File: src/rtl/stcbt_pkg.sv
// Shared types and constants for the second-tick calendar and burst timer.
// Used by stcbt_calendar, stcbt_slots and the top level; depends on nothing.
package stcbt_pkg;

    localparam int SLOT_MAX       = 3;
    localparam int PERIOD_W       = 22;
    localparam int TIME_W         = 32;
    localparam int CFG_IDX_W      = 2;

    localparam logic [TIME_W-1:0]   DAY_UNITS   = 32'hA4CB_8000;
    localparam logic [TIME_W-1:0]   TICK_UNITS  = 32'd32000;
    localparam logic [PERIOD_W-1:0] TICK_MS     = 22'd1000;
    localparam logic [PERIOD_W-1:0] PERIOD_RST  = 22'd1000;

    localparam logic [4:0] DAY_RST   = 5'd1;
    localparam logic [3:0] MONTH_RST = 4'd1;
    localparam logic [7:0] YEAR_RST  = 8'd125;

    typedef enum logic [0:0] {
        OP_TICK = 1'b0,
        OP_LOAD = 1'b1
    } op_t;

    typedef enum logic [CFG_IDX_W-1:0] {
        CFG_ENABLE  = 2'd0,
        CFG_PERIOD0 = 2'd1,
        CFG_PERIOD1 = 2'd2,
        CFG_PERIOD2 = 2'd3
    } cfg_idx_t;

    typedef struct packed {
        op_t               operation;
        logic [4:0]        load_day;
        logic [3:0]        load_month;
        logic [7:0]        load_year;
        logic [TIME_W-1:0] load_time;
    } in_word_t;

    typedef struct packed {
        logic [4:0]          day_of_month;
        logic [3:0]          month_of_year;
        logic [7:0]          year_since_1900;
        logic [TIME_W-1:0]   time_of_day;
        logic [SLOT_MAX-1:0] burst_fire_mask;
    } out_word_t;

    // Current calendar state handed from the calendar to the top level
    typedef struct packed {
        logic [4:0]        day;
        logic [3:0]        month;
        logic [7:0]        year;
        logic [TIME_W-1:0] tod;
    } cal_state_t;

    // Configuration write handed to the slot bank
    typedef struct packed {
        logic                en;
        cfg_idx_t            idx;
        logic [PERIOD_W-1:0] data;
    } cfg_wr_t;

    // Register index of the period of slot i
    function automatic cfg_idx_t period_index(input int i);
        logic [CFG_IDX_W-1:0] raw;
        raw = CFG_IDX_W'(i + 1);
        return cfg_idx_t'(raw);
    endfunction

endpackage

File: src/rtl/second_tick_calendar_and_burst_timer.sv
// Top level: handshakes, result word assembly, calendar and burst slot bank.
// Depends on stcbt_pkg, stcbt_calendar and stcbt_slots.
// The result word becomes valid in the cycle after the input word is accepted.
// Throughput: one word per cycle; a word is taken whenever the result slot is
// empty or its word leaves in the same cycle. Configuration writes are never stalled.
// Reset: time 0, date 1/1 of year 125, all periods and countdowns 1000, no slot enabled.
module second_tick_calendar_and_burst_timer
#(
    parameter int BURST_SLOTS = stcbt_pkg::SLOT_MAX
)
(
    input  logic                                 clk,
    input  logic                                 rst_n,
    input  logic                                 in_valid,
    output logic                                 in_ready,
    input  stcbt_pkg::in_word_t                  in_data,
    output logic                                 out_valid,
    input  logic                                 out_ready,
    output stcbt_pkg::out_word_t                 out_data,
    input  logic                                 cfg_valid,
    output logic                                 cfg_ready,
    input  stcbt_pkg::cfg_idx_t                  cfg_index,
    input  logic [stcbt_pkg::PERIOD_W-1:0]       cfg_data
);
    import stcbt_pkg::*;

    logic                out_valid_reg, out_valid_next;
    logic                accept;
    cal_state_t          cal;
    cfg_wr_t             cfg;
    logic [SLOT_MAX-1:0] fire;

    assign in_ready = !out_valid_reg || out_ready;
    assign accept   = in_valid && in_ready;

    assign cfg_ready = 1'b1;
    assign cfg.en    = cfg_valid;
    assign cfg.idx   = cfg_index;
    assign cfg.data  = cfg_data;

    stcbt_calendar u_calendar
    (
        .clk     (clk),
        .rst_n   (rst_n),
        .advance (accept),
        .word    (in_data),
        .state   (cal)
    );

    stcbt_slots
    #(
        .BURST_SLOTS (BURST_SLOTS)
    )
    u_slots
    (
        .clk       (clk),
        .rst_n     (rst_n),
        .advance   (accept),
        .operation (in_data.operation),
        .cfg       (cfg),
        .fire      (fire)
    );

    always_comb
    begin
        out_valid_next = out_valid_reg;
        if (accept)
        begin
            out_valid_next = 1'b1;
        end
        else if (out_ready)
        begin
            out_valid_next = 1'b0;
        end
    end

    always_ff @(posedge clk or negedge rst_n)
    begin
        if (!rst_n)
        begin
            out_valid_reg <= 1'b0;
        end
        else
        begin
            out_valid_reg <= out_valid_next;
        end
    end

    // State registers only move on acceptance, so they hold the pending result
    assign out_valid                = out_valid_reg;
    assign out_data.day_of_month    = cal.day;
    assign out_data.month_of_year   = cal.month;
    assign out_data.year_since_1900 = cal.year;
    assign out_data.time_of_day     = cal.tod;
    assign out_data.burst_fire_mask = fire;

    a_accept_gives_result: assert property (@(posedge clk) disable iff (!rst_n)
        accept |=> out_valid_reg)
        else $error("accepted word produced no result");

endmodule

File: src/rtl/stcbt_calendar.sv
// Time of day and date registers with their tick and load update logic.
// Depends on stcbt_pkg.
module stcbt_calendar
(
    input  logic                  clk,
    input  logic                  rst_n,
    input  logic                  advance,
    input  stcbt_pkg::in_word_t   word,
    output stcbt_pkg::cal_state_t state
);
    import stcbt_pkg::*;

    localparam logic [4:0] MONTHS = 5'd12;

    logic [TIME_W-1:0] tod_reg,   tod_next;
    logic [4:0]        day_reg,   day_next;
    logic [3:0]        month_reg, month_next;
    logic [7:0]        year_reg,  year_next;

    logic [TIME_W:0]   tod_sum;
    logic              day_wrap;
    logic [5:0]        day_inc;
    logic [5:0]        month_len;
    logic [4:0]        month_inc;

    always_comb
    begin
        unique case (month_reg)
            4'd2:                          month_len = 6'd28;
            4'd4, 4'd6, 4'd9, 4'd11:       month_len = 6'd30;
            default:                       month_len = 6'd31;
        endcase
    end

    always_comb
    begin
        tod_sum   = {1'b0, tod_reg} + {1'b0, TICK_UNITS};
        day_wrap  = tod_sum >= {1'b0, DAY_UNITS};
        day_inc   = {1'b0, day_reg} + 6'd1;
        month_inc = {1'b0, month_reg} + 5'd1;

        tod_next   = tod_reg;
        day_next   = day_reg;
        month_next = month_reg;
        year_next  = year_reg;

        if (advance)
        begin
            unique case (word.operation)
                OP_LOAD:
                begin
                    tod_next   = word.load_time;
                    day_next   = word.load_day;
                    month_next = word.load_month;
                    year_next  = word.load_year;
                end
                OP_TICK:
                begin
                    if (!day_wrap)
                    begin
                        tod_next = tod_sum[TIME_W-1:0];
                    end
                    else
                    begin
                        tod_next = '0;
                        if (day_inc > month_len)
                        begin
                            day_next = 5'd1;
                            if (month_inc > MONTHS)
                            begin
                                month_next = 4'd1;
                                year_next  = year_reg + 8'd1;
                            end
                            else
                            begin
                                month_next = month_inc[3:0];
                            end
                        end
                        else
                        begin
                            day_next = day_inc[4:0];
                        end
                    end
                end
                default:
                begin
                    tod_next = tod_reg;
                end
            endcase
        end
    end

    always_ff @(posedge clk or negedge rst_n)
    begin
        if (!rst_n)
        begin
            tod_reg   <= '0;
            day_reg   <= DAY_RST;
            month_reg <= MONTH_RST;
            year_reg  <= YEAR_RST;
        end
        else
        begin
            tod_reg   <= tod_next;
            day_reg   <= day_next;
            month_reg <= month_next;
            year_reg  <= year_next;
        end
    end

    assign state.day   = day_reg;
    assign state.month = month_reg;
    assign state.year  = year_reg;
    assign state.tod   = tod_reg;

    a_tick_in_day: assert property (@(posedge clk) disable iff (!rst_n)
        (advance && word.operation == OP_TICK) |=> (tod_reg < DAY_UNITS))
        else $error("time of day left the day after a tick");

    a_wrap_to_zero: assert property (@(posedge clk) disable iff (!rst_n)
        (advance && word.operation == OP_TICK && tod_reg >= DAY_UNITS - TICK_UNITS)
        |=> (tod_reg == '0))
        else $error("day rollover did not clear the time of day");

    a_load_time: assert property (@(posedge clk) disable iff (!rst_n)
        (advance && word.operation == OP_LOAD) |=> (tod_reg == $past(word.load_time)))
        else $error("load did not take the given time of day");

endmodule

File: src/rtl/stcbt_slots.sv
// Burst slot bank: enable mask, period registers, countdowns and fire mask.
// Depends on stcbt_pkg.
module stcbt_slots
#(
    parameter int BURST_SLOTS = stcbt_pkg::SLOT_MAX
)
(
    input  logic                            clk,
    input  logic                            rst_n,
    input  logic                            advance,
    input  stcbt_pkg::op_t                  operation,
    input  stcbt_pkg::cfg_wr_t              cfg,
    output logic [stcbt_pkg::SLOT_MAX-1:0]  fire
);
    import stcbt_pkg::*;

    logic [SLOT_MAX-1:0] enable_reg;
    logic [SLOT_MAX-1:0] fire_reg, fire_next;
    logic                tick;

    assign tick = advance && (operation == OP_TICK);

    always_ff @(posedge clk or negedge rst_n)
    begin
        if (!rst_n)
        begin
            enable_reg <= '0;
        end
        else if (cfg.en && cfg.idx == CFG_ENABLE)
        begin
            enable_reg <= cfg.data[SLOT_MAX-1:0];
        end
    end

    genvar i;
    generate
        for (i = 0; i < SLOT_MAX; i++)
        begin : g_slot
            if (i < BURST_SLOTS)
            begin : g_live
                logic [PERIOD_W-1:0] period_reg;
                logic [PERIOD_W-1:0] count_reg, count_next;
                logic                fires;

                always_ff @(posedge clk or negedge rst_n)
                begin
                    if (!rst_n)
                    begin
                        period_reg <= PERIOD_RST;
                    end
                    else if (cfg.en && cfg.idx == period_index(i))
                    begin
                        period_reg <= cfg.data;
                    end
                end

                // Fire and reload once a second or less is left; idle slots sit at the period
                always_comb
                begin
                    fires      = 1'b0;
                    count_next = count_reg;
                    if (tick)
                    begin
                        if (!enable_reg[i])
                        begin
                            count_next = period_reg;
                        end
                        else if (count_reg <= TICK_MS)
                        begin
                            fires      = 1'b1;
                            count_next = period_reg;
                        end
                        else
                        begin
                            count_next = count_reg - TICK_MS;
                        end
                    end
                end

                always_ff @(posedge clk or negedge rst_n)
                begin
                    if (!rst_n)
                    begin
                        count_reg <= PERIOD_RST;
                    end
                    else
                    begin
                        count_reg <= count_next;
                    end
                end

                assign fire_next[i] = fires;
            end
            else
            begin : g_absent
                assign fire_next[i] = 1'b0;
            end
        end
    endgenerate

    always_ff @(posedge clk or negedge rst_n)
    begin
        if (!rst_n)
        begin
            fire_reg <= '0;
        end
        else if (advance)
        begin
            fire_reg <= fire_next;
        end
    end

    assign fire = fire_reg;

    a_fire_enabled: assert property (@(posedge clk) disable iff (!rst_n)
        tick |=> ((fire_reg & ~$past(enable_reg)) == '0))
        else $error("disabled burst slot fired");

    a_load_quiet: assert property (@(posedge clk) disable iff (!rst_n)
        (advance && operation == OP_LOAD) |=> (fire_reg == '0))
        else $error("burst fired on a load word");

endmodule

File: config.mk
export PLATFORM = sky130hd
export DESIGN_NAME = second_tick_calendar_and_burst_timer
export DESIGN_NICKNAME = d
export VERILOG_FILES = /design/src/rtl/stcbt_pkg.sv /design/src/rtl/second_tick_calendar_and_burst_timer.sv /design/src/rtl/stcbt_calendar.sv /design/src/rtl/stcbt_slots.sv
export SDC_FILE = /design/constraint.sdc
export NUM_CORES = 1
export LEC_CHECK = 0
export BUFFER_PORTS_ARGS = -buffer_cell sky130_fd_sc_hd__buf_2
export CAP_MARGIN = 20
export CORE_ASPECT_RATIO = 0.7
export CORE_MARGIN = 2
export CORE_UTILIZATION = 58
export CTS_CLUSTER_DIAMETER = 80
export CTS_CLUSTER_SIZE = 25
export DETAILED_ROUTE_END_ITERATION = 8
export PLACE_DENSITY = 0.8
export RECOVER_POWER = 100
export SKIP_CTS_REPAIR_TIMING = 1
export SLEW_MARGIN = 10
export SYNTH_ARGS = -nofsm -noshare
export SYNTH_HDL_FRONTEND = slang
export SYNTH_SLANG_ARGS = --single-unit
File: constraint.sdc
create_clock -name clk -period 3.62 [get_ports clk]
set_clock_uncertainty 0.1 [all_clocks]
set_input_delay 0.724 -clock clk [delete_from_list [all_inputs] [get_ports clk]]
set_output_delay 0.724 -clock clk [all_outputs]
set_load 0.005 [all_outputs]
==> flow_summary.toml <==
[global_routing]
grt_pass1_vias = 8049
antenna_found_initial = 0
gr-total-overflow = 0
grt_max_degree = 75
grt_pass1_wl_mm = 42.7
track_usage_pct = 29.6

[routing]
post-route-drc-count = 0
postRouteAntennaNets = 0
vias = 8930
via_per_inst = 6.26
routed_wl_mm = 27.1
drtIter0Drc = 972
wire_per_inst_um = 19.0
dr.pass1.iters = 6

[pwr]
power_uw = 7970
p_leak_uw = 0.00478
power.density_nw_per_um2 = 691
ir_worst_vdd_uv = 373

[sta]
tns_ps = 0
rsz0062_at_grt = "false"
finalCritPeriodShare_pct = 96.6
fin_ws_ps = 123
min_period_ps = 3500
worstMarginPinSlew_ps = 1880
setup_viol = 0
timing.fmax_mhz = 286
max_slew_margin_pct = -25.4
slew_viol_final = 74
finalHoldViolCount = 0

[setup_path]
rr_endpoint = "u_calendar.month_reg[3]"
crit_fanout = 5
endpoint_kind = "register"
r2r-start = "u_calendar.tod_reg[8]"
required_ps = 3840
cp.arrival_ps = 3720
criticalPathCategory = "register to register"
rr_worst_depth = 10
reg2reg_setup_slack_ps = 120
cp-startpoint = "u_calendar.tod_reg[8]"
start_kind = "register"

[yosys]
ys.flop_type = "dfrtp_1"
synth-seq-area-share_pct = 47.6
synth_nets = 1150
synthArstFlopShare_pct = 100
syn_avg_cell_area_um2 = 9.45
yosysWarnings = 0
ys_seq_elements = 188
yosysUniqueCellTypes = 68
synth-edff-count = 0
syn_area_um2 = 10000
syn_inst = 1058

[floorplanning]
fp.dieH_um = 114
core_area_um2 = 17000
ios = 134
rows = 40
die_area_um2 = 18300
start_util_pct = 58.8
dieWidth_um = 161

[run]
cap_violations = 1

[clocking]
htreeDepth = 4
cts_buffer_depth = 2
clk_latency_ps = 440
root_buffer = "clkbuf_16"
cts_tree = "built"
numCtsBuffers = 17
path_clk_slew_ps = 70
clkSinkCount = 188

[placement]
port_buffers = 132
dp_hpwl_mm = 18.8
gp_congestion = 0.923
place_ws_ps = 120

[hold_path]
hp-class = "register to register"
holdPathStages = 2
hold_start = "u_slots.g_slot[1].g_live.period_reg[8]"
holdPathEnd = "u_slots.g_slot[1].g_live.count_reg[8]"

[cells_and_area]
nets = 1274
syn_to_final_growth_pct = 15.4
final_layout_size_suffix_gt1_share_pct = 24.8
num_antenna_cells = 0

[run_status]
status = "finished, violations left"
violations = "max-capacitance violations, max-slew violations"
-- logic make-up after synthesis --
logic type / count (synthesis) / synth area share, %
AOI/OAI and AO/OA: 334 / 20.1
and+or+nand+nor: 318 / 15.8
DFF: 188 / 47.6
buffers and inverters: 104 / 4.02
muxes: 84 / 9.41
xor gates and xnor gates: 16 / 1.40
adders and majority gates: 13 / 1.63
other: 1 / 0.0375
-- cell usage after synthesis, types with 3 or more instances --
library cell,count,share of area [%]
nor2_1,60,2.3
xnor2_1,9,0.79
nand4_1,6,0.38
a21oi_1,91,4.6
or4_1,6,0.45
buf_1,8,0.30
xor2_1,7,0.61
or2_2,4,0.25
o31a_1,4,0.35
a211oi_1,5,0.38
o41ai_1,3,0.26
a31oi_1,5,0.31
mux2i_1,4,0.40
nand4b_1,4,0.35
inv_1,37,1.4
nor2b_1,9,0.56
nor3b_1,11,0.83
a22oi_1,23,1.7
nand3_1,19,0.95
mux2_2,80,9.0
and2_1,3,0.19
buf_2,6,0.30
nor4_1,16,1.0
a32oi_1,8,0.70
ha_1,13,1.6
o22a_1,4,0.35
o31ai_1,6,0.45
and3_1,10,0.63
dfstp_2,44,12
o22ai_1,26,1.6
nand2b_1,8,0.50
o21a_1,9,0.68
clkbuf_1,51,1.9
or3_1,11,0.69
o21ai_0,122,6.1
dfrtp_1,144,36
nor3_1,43,2.2
nand2_1,97,3.6
o211ai_1,3,0.23
-- where the power goes --
group | total, µW | internal [µW] | switching, µW
clock | 1890 | 1030 | 863
combinational | 2520 | 1080 | 1430
sequential | 3570 | 2870 | 693
-- routing by layer --
layer	routed length, µm	vias to the layer above	part of all wire, %	track usage [%]
li1	-	4114	-	-
met1	12500	4357	46	46.6
met2	11700	412	43	40.8
met3	2410	47	8.9	6.40
met4	496	0	1.8	8.33
met5	0	-	0	0
-- metrics by stage --
step                hold slack (ps)  cells  util (%)  area (µm²)
floorplan                       328   1058         -       10000
finish                          376   1426      67.8       11500
CTS                             208   1426      68.2       11600
detailed placement              359   1394      64.7       11000
global placement                355   1394      64.7       11000
global route                    413   1426      67.8       11500
-- critical path, stage by stage, from the launching register on --
cell       delay, ps
dfrtp_1          390
ha_2             230
or3_4            370
o31ai_1          210
nand2_1          100
or4b_1           580
a2111oi_4        320
a311oi_2         170
and2_4           210
or3_1            350
a221o_1          350
-- worst max path at each step --
stage                                    endpoint  slack, ps
after floorplan           u_calendar.month_reg[3]        270
after CTS                 u_calendar.month_reg[3]         70
after global placement    u_calendar.month_reg[3]        200
final                     u_calendar.month_reg[3]        120
after detailed placement  u_calendar.month_reg[3]        120
after global routing      u_calendar.month_reg[3]         10
-- layout by cell type, fill, tap and decap left out, drive strengths merged, types with 11 or more instances in the layout --
cell type	n
a21oi	91
a22oi	23
buf	129
clkbuf	59
dfrtp	144
dfstp	44
ha	13
inv	41
mux2	80
nand2	97
nand3	19
nor2	60
nor3	45
nor3b	11
nor4	16
o21ai	122
o22ai	26
or3	12
-- area by class of cell --
class                      instances  area (µm²)
fill                            1338        5480
sequential                       188        4760
timing repair buffer             171         883
tap                              231         289
inverter                          38         143
clock inverter                    15         164
multi-input combinational        766        4870
clock buffer                      17         425
Note: power is estimated with default switching activity, not from simulation.
